===== src/rtl/gdkr_pkg.sv =====
// Shared types, constants and key mapping for the gesture d-pad key repeater.
package gdkr_pkg;

  // Fixed behavior constants
  localparam logic [7:0]  GRACE_FRAMES   = 8'd2;
  localparam logic [31:0] REPEAT_HOLD_MS = 32'd300;
  localparam logic [15:0] CMD_REPEAT_MS  = 16'd800;
  localparam logic        CONFIRM_ON     = 1'b1;
  localparam logic        BACK_ON        = 1'b1;

  // Register indexes (byte address / 4)
  localparam logic [2:0] REG_GATE_ENTER  = 3'd0;
  localparam logic [2:0] REG_GATE_EXIT   = 3'd1;
  localparam logic [2:0] REG_DEBOUNCE    = 3'd2;
  localparam logic [2:0] REG_CMD_DWELL   = 3'd3;
  localparam logic [2:0] REG_BACK_DWELL  = 3'd4;
  localparam logic [2:0] REG_REP_FIRST   = 3'd5;
  localparam logic [2:0] REG_REP_ACCEL   = 3'd6;
  localparam logic [2:0] REG_REP_MIN     = 3'd7;

  // Wedge codes
  localparam logic [2:0] WEDGE_NONE  = 3'd0;
  localparam logic [2:0] WEDGE_RIGHT = 3'd1;
  localparam logic [2:0] WEDGE_LEFT  = 3'd2;
  localparam logic [2:0] WEDGE_UP    = 3'd3;
  localparam logic [2:0] WEDGE_DOWN  = 3'd4;

  // Key codes
  localparam logic [2:0] KEY_NONE    = 3'd0;
  localparam logic [2:0] KEY_DOWN    = 3'd4;
  localparam logic [2:0] KEY_CONFIRM = 3'd5;
  localparam logic [2:0] KEY_BACK    = 3'd6;

  // Repeat status codes
  localparam logic [1:0] STAT_IDLE      = 2'd0;
  localparam logic [1:0] STAT_FIRED     = 2'd1;
  localparam logic [1:0] STAT_REPEATING = 2'd2;

  typedef struct packed {
    logic [11:0] gate_enter_radius;
    logic [11:0] gate_exit_radius;
    logic [7:0]  entry_debounce_frames;
    logic [15:0] cmd_dwell_ms;
    logic [15:0] back_dwell_ms;
    logic [15:0] repeat_first_ms;
    logic [15:0] repeat_accel_ms;
    logic [15:0] repeat_min_ms;
  } cfg_t;

  // occ_code: bit 3 is the command bit, bits 2:0 the wedge
  typedef struct packed {
    logic [3:0]  occ_code;
    logic [15:0] occ_frames;
    logic [7:0]  gap_count;
    logic        has_fired;
    logic        suppressed;
    logic        gate_on;
    logic [31:0] occ_since;
    logic [31:0] fired_at;
    logic [31:0] next_rep_at;
    logic [15:0] rep_count;
  } st_t;

  function automatic logic [2:0] key_for(input logic [2:0] w, input logic is_cmd);
    logic [2:0] k;
    if (is_cmd) begin
      if (w == WEDGE_RIGHT || w == WEDGE_UP) k = CONFIRM_ON ? KEY_CONFIRM : KEY_NONE;
      else k = BACK_ON ? KEY_BACK : KEY_NONE;
    end else begin
      k = (w == WEDGE_RIGHT || w == WEDGE_LEFT || w == WEDGE_UP) ? w : KEY_DOWN;
    end
    return k;
  endfunction

  function automatic logic [1:0] status_of(input st_t s);
    logic [1:0] r;
    if (s.rep_count != 16'd0) r = STAT_REPEATING;
    else if (s.has_fired) r = STAT_FIRED;
    else r = STAT_IDLE;
    return r;
  endfunction

endpackage


===== src/rtl/gdkr_step.sv =====
// Next-state and result logic for one frame of the key repeater.
module gdkr_step (
  input  gdkr_pkg::st_t  st_cur,
  input  gdkr_pkg::cfg_t cfg,
  input  logic [31:0]    time_ms,
  input  logic           hand_valid,
  input  logic           hand_parked,
  input  logic [2:0]     wedge,
  input  logic [11:0]    other_hand_dist,
  input  logic           restart,
  output gdkr_pkg::st_t  st_nxt,
  output logic [2:0]     key,
  output logic           cmd_mode,
  output logic [1:0]     repeat_status
);

  gdkr_pkg::st_t s;
  logic [2:0]  wedge_eff;
  logic [3:0]  occ;
  logic        gate;
  logic        clear_now;
  logic        same;
  logic [2:0]  w;
  logic        is_cmd;
  logic        is_back;
  logic        ready;
  logic [15:0] dwell;
  logic [31:0] since_dt;
  logic [31:0] fired_dt;
  logic [31:0] rep_dt;
  logic [15:0] mult_cnt;
  logic [31:0] prod;
  logic [32:0] diff;
  logic [15:0] iv;
  logic [15:0] rep_cnt_inc;

  // Shrinking interval: first - (count - 1) * accel, floored at the minimum.
  // Operands come from the held count, so (count_new - 1) is the old count.
  assign mult_cnt    = (st_cur.rep_count == 16'hFFFF) ? 16'hFFFE : st_cur.rep_count;
  assign prod        = mult_cnt * cfg.repeat_accel_ms;
  assign diff        = {17'd0, cfg.repeat_first_ms} - {1'b0, prod};
  assign iv          = (diff[32] || (diff[15:0] < cfg.repeat_min_ms)) ?
                       cfg.repeat_min_ms : diff[15:0];
  assign rep_cnt_inc = (st_cur.rep_count == 16'hFFFF) ? 16'hFFFF : st_cur.rep_count + 16'd1;

  always_comb begin
    s             = restart ? '0 : st_cur;
    key           = gdkr_pkg::KEY_NONE;
    cmd_mode      = 1'b0;
    repeat_status = gdkr_pkg::STAT_IDLE;
    wedge_eff     = (wedge > gdkr_pkg::WEDGE_DOWN) ? gdkr_pkg::WEDGE_NONE : wedge;
    gate          = s.gate_on ? (other_hand_dist < cfg.gate_exit_radius)
                              : (other_hand_dist < cfg.gate_enter_radius);
    occ           = 4'd0;
    clear_now     = 1'b0;
    same          = 1'b0;
    w             = 3'd0;
    is_cmd        = 1'b0;
    is_back       = 1'b0;
    ready         = 1'b0;
    dwell         = 16'd0;
    since_dt      = 32'd0;
    fired_dt      = 32'd0;
    rep_dt        = 32'd0;

    if (!hand_valid) begin
      // hold state
      cmd_mode      = s.gate_on;
      repeat_status = gdkr_pkg::status_of(s);
    end else if (hand_parked) begin
      s = '0;
    end else begin
      s.gate_on = gate;
      occ = (wedge_eff != gdkr_pkg::WEDGE_NONE) ? {gate, wedge_eff} : 4'd0;
      if (occ == 4'd0) begin
        if (s.gap_count != 8'hFF) s.gap_count = s.gap_count + 8'd1;
        if (s.occ_code != 4'd0 && s.gap_count <= gdkr_pkg::GRACE_FRAMES) occ = s.occ_code;
        else clear_now = 1'b1;
      end else begin
        s.gap_count = 8'd0;
      end

      if (clear_now) begin
        s = '0;
      end else begin
        if (occ != s.occ_code) begin
          same         = (occ[2:0] == s.occ_code[2:0]) && (s.occ_code[2:0] != 3'd0);
          s.occ_code   = occ;
          s.occ_frames = 16'd1;
          s.rep_count  = 16'd0;
          s.occ_since  = time_ms;
          s.has_fired  = same;
          s.suppressed = same;
        end else if (s.occ_frames != 16'hFFFF) begin
          s.occ_frames = s.occ_frames + 16'd1;
        end

        w        = s.occ_code[2:0];
        is_cmd   = s.occ_code[3];
        is_back  = is_cmd && (w == gdkr_pkg::WEDGE_LEFT || w == gdkr_pkg::WEDGE_DOWN);
        cmd_mode = s.gate_on;

        if (!s.suppressed) begin
          if (!s.has_fired) begin
            dwell    = is_back ? cfg.back_dwell_ms : cfg.cmd_dwell_ms;
            since_dt = time_ms - s.occ_since;
            ready    = is_cmd ? (since_dt >= {16'd0, dwell})
                              : (s.occ_frames >= {8'd0, cfg.entry_debounce_frames});
            if (ready) begin
              key           = gdkr_pkg::key_for(w, is_cmd);
              s.has_fired   = 1'b1;
              s.fired_at    = time_ms;
              s.next_rep_at = time_ms + {16'd0, is_cmd ? gdkr_pkg::CMD_REPEAT_MS
                                                       : cfg.repeat_first_ms};
            end
          end else begin
            fired_dt = time_ms - s.fired_at;
            rep_dt   = time_ms - s.next_rep_at;
            if (fired_dt >= gdkr_pkg::REPEAT_HOLD_MS && !rep_dt[31]) begin
              key           = gdkr_pkg::key_for(w, is_cmd);
              s.rep_count   = rep_cnt_inc;
              s.next_rep_at = time_ms + {16'd0, is_cmd ? gdkr_pkg::CMD_REPEAT_MS : iv};
            end
          end
          repeat_status = gdkr_pkg::status_of(s);
        end
      end
    end
    st_nxt = s;
  end

endmodule


===== src/rtl/gesture_dpad_key_repeater_unit.sv =====
// Top level of the gesture d-pad key repeater: handshake, registers and state.
//
//  channel  | direction | handshake            | payload
//  ---------+-----------+----------------------+-------------------------------------------
//  in_      | input     | in_valid / in_stall  | time_ms, hand_valid, hand_parked, wedge,
//           |           |                      | other_hand_dist, restart
//  out_     | output    | out_valid / out_stall| key, cmd_mode, repeat_status
//  cfg      | APB       | psel/penable/pready  | 8 registers at byte address 4*i
//
// One transaction in gives one transaction out, through the input register and
// then the result register, once the output is free. While out_stall is low the
// rate is one frame per cycle, set by the combinational state update between the input
// and result registers (one 16x16 multiply, subtract, compare and 32-bit add).
// Reset (rst_n low, synchronous) clears all tracking state, loads the register
// defaults and empties both stages. When out_stall holds the result, in_stall
// rises as soon as the input register is full; the input register takes one
// more frame only if it was empty.
module gesture_dpad_key_repeater_unit (
  input  logic        clk,
  input  logic        rst_n,
  // input channel
  input  logic        in_valid,
  output logic        in_stall,
  input  logic [31:0] in_time_ms,
  input  logic        in_hand_valid,
  input  logic        in_hand_parked,
  input  logic [2:0]  in_wedge,
  input  logic [11:0] in_other_hand_dist,
  input  logic        in_restart,
  // result channel
  output logic        out_valid,
  input  logic        out_stall,
  output logic [2:0]  out_key,
  output logic        out_cmd_mode,
  output logic [1:0]  out_repeat_status,
  // configuration port
  input  logic        psel,
  input  logic        penable,
  input  logic        pwrite,
  input  logic [4:0]  paddr,
  input  logic [31:0] pwdata,
  output logic [31:0] prdata,
  output logic        pready
);

  gdkr_pkg::cfg_t cfg_r;
  gdkr_pkg::st_t  st_r;
  gdkr_pkg::st_t  st_nxt;

  // input register
  logic        s1_valid_r;
  logic [31:0] s1_time_ms_r;
  logic        s1_hand_valid_r;
  logic        s1_hand_parked_r;
  logic [2:0]  s1_wedge_r;
  logic [11:0] s1_dist_r;
  logic        s1_restart_r;

  // result register
  logic        out_valid_r;
  logic [2:0]  out_key_r;
  logic        out_cmd_mode_r;
  logic [1:0]  out_status_r;

  logic [2:0]  step_key;
  logic        step_cmd_mode;
  logic [1:0]  step_status;
  logic        advance;
  logic        s1_load;
  logic        cfg_wr;
  logic [2:0]  reg_idx;

  // ---------------------------------------------------------------------------
  // Configuration port: zero wait state, write on the access phase.
  // ---------------------------------------------------------------------------
  assign pready  = 1'b1;
  assign cfg_wr  = psel && penable && pwrite;
  assign reg_idx = paddr[4:2];

  always_ff @(posedge clk) begin
    if (!rst_n) begin
      cfg_r.gate_enter_radius     <= 12'd128;
      cfg_r.gate_exit_radius      <= 12'd160;
      cfg_r.entry_debounce_frames <= 8'd3;
      cfg_r.cmd_dwell_ms          <= 16'd400;
      cfg_r.back_dwell_ms         <= 16'd600;
      cfg_r.repeat_first_ms       <= 16'd400;
      cfg_r.repeat_accel_ms       <= 16'd50;
      cfg_r.repeat_min_ms         <= 16'd100;
    end else if (cfg_wr) begin
      unique case (reg_idx)
        gdkr_pkg::REG_GATE_ENTER: cfg_r.gate_enter_radius     <= pwdata[11:0];
        gdkr_pkg::REG_GATE_EXIT:  cfg_r.gate_exit_radius      <= pwdata[11:0];
        gdkr_pkg::REG_DEBOUNCE:   cfg_r.entry_debounce_frames <= pwdata[7:0];
        gdkr_pkg::REG_CMD_DWELL:  cfg_r.cmd_dwell_ms          <= pwdata[15:0];
        gdkr_pkg::REG_BACK_DWELL: cfg_r.back_dwell_ms         <= pwdata[15:0];
        gdkr_pkg::REG_REP_FIRST:  cfg_r.repeat_first_ms       <= pwdata[15:0];
        gdkr_pkg::REG_REP_ACCEL:  cfg_r.repeat_accel_ms       <= pwdata[15:0];
        gdkr_pkg::REG_REP_MIN:    cfg_r.repeat_min_ms         <= pwdata[15:0];
        default: ;
      endcase
    end
  end

  // Read back the addressed register, zero-extended.
  always_comb begin
    unique case (reg_idx)
      gdkr_pkg::REG_GATE_ENTER: prdata = {20'd0, cfg_r.gate_enter_radius};
      gdkr_pkg::REG_GATE_EXIT:  prdata = {20'd0, cfg_r.gate_exit_radius};
      gdkr_pkg::REG_DEBOUNCE:   prdata = {24'd0, cfg_r.entry_debounce_frames};
      gdkr_pkg::REG_CMD_DWELL:  prdata = {16'd0, cfg_r.cmd_dwell_ms};
      gdkr_pkg::REG_BACK_DWELL: prdata = {16'd0, cfg_r.back_dwell_ms};
      gdkr_pkg::REG_REP_FIRST:  prdata = {16'd0, cfg_r.repeat_first_ms};
      gdkr_pkg::REG_REP_ACCEL:  prdata = {16'd0, cfg_r.repeat_accel_ms};
      gdkr_pkg::REG_REP_MIN:    prdata = {16'd0, cfg_r.repeat_min_ms};
      default:                  prdata = 32'd0;
    endcase
  end

  // ---------------------------------------------------------------------------
  // Flow control: the result register advances whenever it is empty or being
  // taken; the input register refills whenever it is empty or advancing.
  // ---------------------------------------------------------------------------
  assign advance  = !out_valid_r || !out_stall;
  assign s1_load  = !s1_valid_r || advance;
  assign in_stall = !s1_load;

  always_ff @(posedge clk) begin
    if (!rst_n) begin
      s1_valid_r <= 1'b0;
    end else if (s1_load) begin
      s1_valid_r <= in_valid;
    end
  end

  // Payload only moves with an accepted transaction.
  always_ff @(posedge clk) begin
    if (s1_load && in_valid) begin
      s1_time_ms_r     <= in_time_ms;
      s1_hand_valid_r  <= in_hand_valid;
      s1_hand_parked_r <= in_hand_parked;
      s1_wedge_r       <= in_wedge;
      s1_dist_r        <= in_other_hand_dist;
      s1_restart_r     <= in_restart;
    end
  end

  // ---------------------------------------------------------------------------
  // Frame processing: one full state update per accepted frame.
  // ---------------------------------------------------------------------------
  gdkr_step u_step (
    .st_cur          (st_r),
    .cfg             (cfg_r),
    .time_ms         (s1_time_ms_r),
    .hand_valid      (s1_hand_valid_r),
    .hand_parked     (s1_hand_parked_r),
    .wedge           (s1_wedge_r),
    .other_hand_dist (s1_dist_r),
    .restart         (s1_restart_r),
    .st_nxt          (st_nxt),
    .key             (step_key),
    .cmd_mode        (step_cmd_mode),
    .repeat_status   (step_status)
  );

  // Commit state only when the frame moves into the result register.
  always_ff @(posedge clk) begin
    if (!rst_n) begin
      st_r <= '0;
    end else if (advance && s1_valid_r) begin
      st_r <= st_nxt;
    end
  end

  always_ff @(posedge clk) begin
    if (!rst_n) begin
      out_valid_r <= 1'b0;
    end else if (advance) begin
      out_valid_r <= s1_valid_r;
    end
  end

  always_ff @(posedge clk) begin
    if (advance && s1_valid_r) begin
      out_key_r      <= step_key;
      out_cmd_mode_r <= step_cmd_mode;
      out_status_r   <= step_status;
    end
  end

  assign out_valid         = out_valid_r;
  assign out_key           = out_key_r;
  assign out_cmd_mode      = out_cmd_mode_r;
  assign out_repeat_status = out_status_r;

endmodule


===== config.mk =====
export PLATFORM = sky130hd
export DESIGN_NAME = gesture_dpad_key_repeater_unit
export DESIGN_NICKNAME = d
export VERILOG_FILES = /design/src/rtl/gdkr_pkg.sv /design/src/rtl/gdkr_step.sv /design/src/rtl/gesture_dpad_key_repeater_unit.sv
export SDC_FILE = /design/constraint.sdc
export NUM_CORES = 2
export LEC_CHECK = 0
export ABC_AREA = 1
export ABC_CLOCK_PERIOD_IN_PS = 13350
export BUFFER_PORTS_ARGS = -buffer_cell sky130_fd_sc_hd__buf_2
export CAP_MARGIN = 30
export CORE_UTILIZATION = 38
export CTS_CLUSTER_DIAMETER = 100
export DETAILED_ROUTE_END_ITERATION = 10
export PLACE_DENSITY = 0.57
export SLEW_MARGIN = 20
export SYNTH_ARGS = -nofsm -noshare
export SYNTH_HDL_FRONTEND = slang
export SYNTH_SLANG_ARGS = --single-unit

===== constraint.sdc =====
create_clock -name clk -period 13.35 [get_ports clk]
set_clock_uncertainty 0.15 [all_clocks]
set_input_delay 0.6675 -clock clk [delete_from_list [all_inputs] [get_ports clk]]
set_output_delay 0.6675 -clock clk [all_outputs]
set_load 0.005 [all_outputs]

==> flow_summary.yaml <==
status:
  status: "completed"
routing:
  via_per_inst: 5.36
  num_vias: 32678
  wl_per_cell_um: 18.8
  detail-route-antenna-nets: 0
  drt-initial-drc-count: 2774
  totalWireLength_um: 115000
  drc: 0
  drtPass1Iterations: 6
sta:
  finalSetupViolations: 0
  maxSlewViolCount: 0
  post-route-min-period_ns: 11.80
  setup_slack_ns: 1.55
  fin_setup_tns_ns: 0
  rsz0062_at_grt: "false"
  worstMarginPinSlew_ns: 1.02
  final-hold-violation-count: 0
  fmax_mhz: 84.7
  period_share_pct: 88.4
  slew_headroom_pct: 31.9
synthesis:
  synth_ff_type: "dfxtp_1"
  synth-async-reset-ratio_pct: 0
  yosysUniqueCellTypes: 57
  netlist_instances: 4926
  synth_edf_count: 56
  ys_ff_latch: 313
  syn_area_um2: 33900
  synth.avg_cell_area_um2: 6.89
  ys_seq_area_share_pct: 20.1
  yosysWarnings: 0
critical_path:
  r2r_start: "st_r[3]"
  slowest_delay_ns: 0.56
  startpoint_type: "flop"
  worst_path_max_delay_cell: "fa_1"
  path_class: "flop to flop"
  cp.arrival_ns: 12.17
  crit_path_end_kind: "flop"
  required_ns: 13.72
  crit_fanout: 20
  startpoint: "st_r[3]"
  cp_common_cell: "inv_1"
clocking:
  hold_buffers: 0
  cts-resized-gates: 0
  cts-root-buf: "clkbuf_16"
  clk_pin_slew_worst_paths_ns: 0.06
  clock_latency_ns: 0.61
  clockBufferDepth: 3
  htreeDepth: 2
  postCtsSetupBuffers: 0
  cts_tree: "yes"
  cts_buffers: 40
  cts.sinks: 313
cells_and_area:
  area_growth_pct: 8.62
  fin_cells: 6096
  final_nets: 5514
  antennaDiodeCount: 0
  finish.utilization_pct: 41.7
  final_common_cell: "nand2_1"
  final_cell_mix: "1067 x nand2_1, 782 x inv_1, 446 x a21oi_1, 373 x nor2_1, 361 x o21ai_0"
  drive_above_1_share_pct: 6.31
die:
  coreArea_um2: 88400
  die_w_um: 301
  io_pins: 135
  start_util_pct: 38.4
  std_cell_rows: 109
  die_h_um: 301
  dieArea_um2: 90500
grt:
  grt_pass1_vias: 30875
  antenna_found_initial: 1
  grt.total_usage_pct: 25.1
  grt_pass1_wl_um: 179000
  grt_max_degree: 138
  grt_overflow: 0
placed_design:
  gp_congestion: 0.919
  post-place-ws_ns: 1.67
  io_buffers: 99
  dp_hpwl_um: 83500
  dp_cells: 6021
worst_hold_path:
  min_from: "in_other_hand_dist[5]"
  hold_class: "input port to flop"
power:
  peakVddDrop_uv: 146
  finalPower_mw: 4.55
  power_leakage_nw: 17.5
  powerDensity_nw_per_um2: 124
job:
  drv_cap: 0
-- critical path: cells and delay by family, from the launching register on --
kind / cells / cell delay (ns)
adders and majority gates: 10 / 4.07
AOI/OAI and AO/OA: 13 / 2.81
DFF: 1 / 0.31
and+or+nand+nor: 18 / 2.45
buffers and inverters: 11 / 1.61
xor gates and xnor gates: 2 / 0.32
-- state kept, by name (all words and copies together), names as in the netlist --
signal             cells
s1_time_ms_r          32
s1_dist_r             12
s1_hand_parked_r       1
cfg_r                112
st_r                 143
s1_hand_valid_r        1
out_cmd_mode           1
out_key                3
out_valid              1
s1_wedge_r             3
out_repeat_status      2
s1_valid_r             1
s1_restart_r           1
-- area by class of cell --
| cell class | count | area [um2] |
|---|---|---|
| fillers | 9378 | 51500 |
| multi-input cells | 3584 | 23100 |
| flip-flops and latches | 313 | 6830 |
| inverters | 792 | 2980 |
| well taps | 1165 | 1460 |
| clock buffers | 52 | 1100 |
| repair buffers | 170 | 1060 |
| clock inverters | 20 | 298 |
-- logic make-up (layout without fill, tap and decap cells) --
logic type / after synthesis / in the layout / synth area share [%]
and+or+nand+nor: 1834 / 1834 / 22.4
other: 2 / 17 / 0.0221
xor gates and xnor gates: 132 / 132 / 3.41
DFF: 313 / 313 / 20.1
muxes: 6 / 6 / 0.177
adders and majority gates: 519 / 519 / 24.1
buffers and inverters: 1044 / 1034 / 11.9
AOI/OAI and AO/OA: 1076 / 1076 / 17.9
-- worst paths after layout --
check,endpoint,slack [ns],depth (start not counted)
setup reg to reg,st_r[46],1.55,54
setup / recovery,st_r[46],1.55,54
hold / removal,s1_dist_r[5],0.08,1
hold reg to reg,st_r[120],0.31,2
-- Yosys cell counts (all sizes together) (38+ instances only) --
library cell  instances  share of area, %
dfxtp               257                15
nand2              1076                12
o21ai               373               5.5
nand4                63               1.2
nand3               219               3.3
ha                  296                11
edfxtp               56               5.0
fa                  223                13
inv                 790               8.7
a21oi               446               6.6
a31oi                57               1.1
xor2                 95               2.5
buf                  72               1.2
nor3                 38              0.58
nor2                388               4.4
o211ai               42              0.93
clkbuf              180               2.0
-- metrics by stage --
| step | instance area, um2 | hold WS, ns |
|---|---|---|
| 6_report | 36900 | 0.0837 |
| 3_5_place_dp | 35400 | 0.304 |
| 2_1_floorplan | 34000 | 0.283 |
| 5_1_grt | 36900 | 0.0670 |
| 3_3_place_gp | 35400 | 0.299 |
| 4_1_cts | 36800 | 0.0522 |
-- power by group --
| group | internal [mW] | total, mW | leakage, nW | switching [mW] |
|---|---|---|---|---|
| sequential | 1.00 | 1.05 | 2.64 | 0.0412 |
| clock | 0.684 | 1.18 | 0.675 | 0.494 |
| combinational | 0.834 | 2.33 | 14.2 | 1.49 |
-- metal layers --
metal / global-route usage (%) / wire (um) / part of all wire (%)
met5: 0 / 0 / 0
met4: 7.15 / 3150 / 2.7
met3: 2.41 / 6960 / 6.1
met2: 40.9 / 52400 / 46
met1: 35.2 / 52300 / 46
Power figures use the tool's default switching activity.
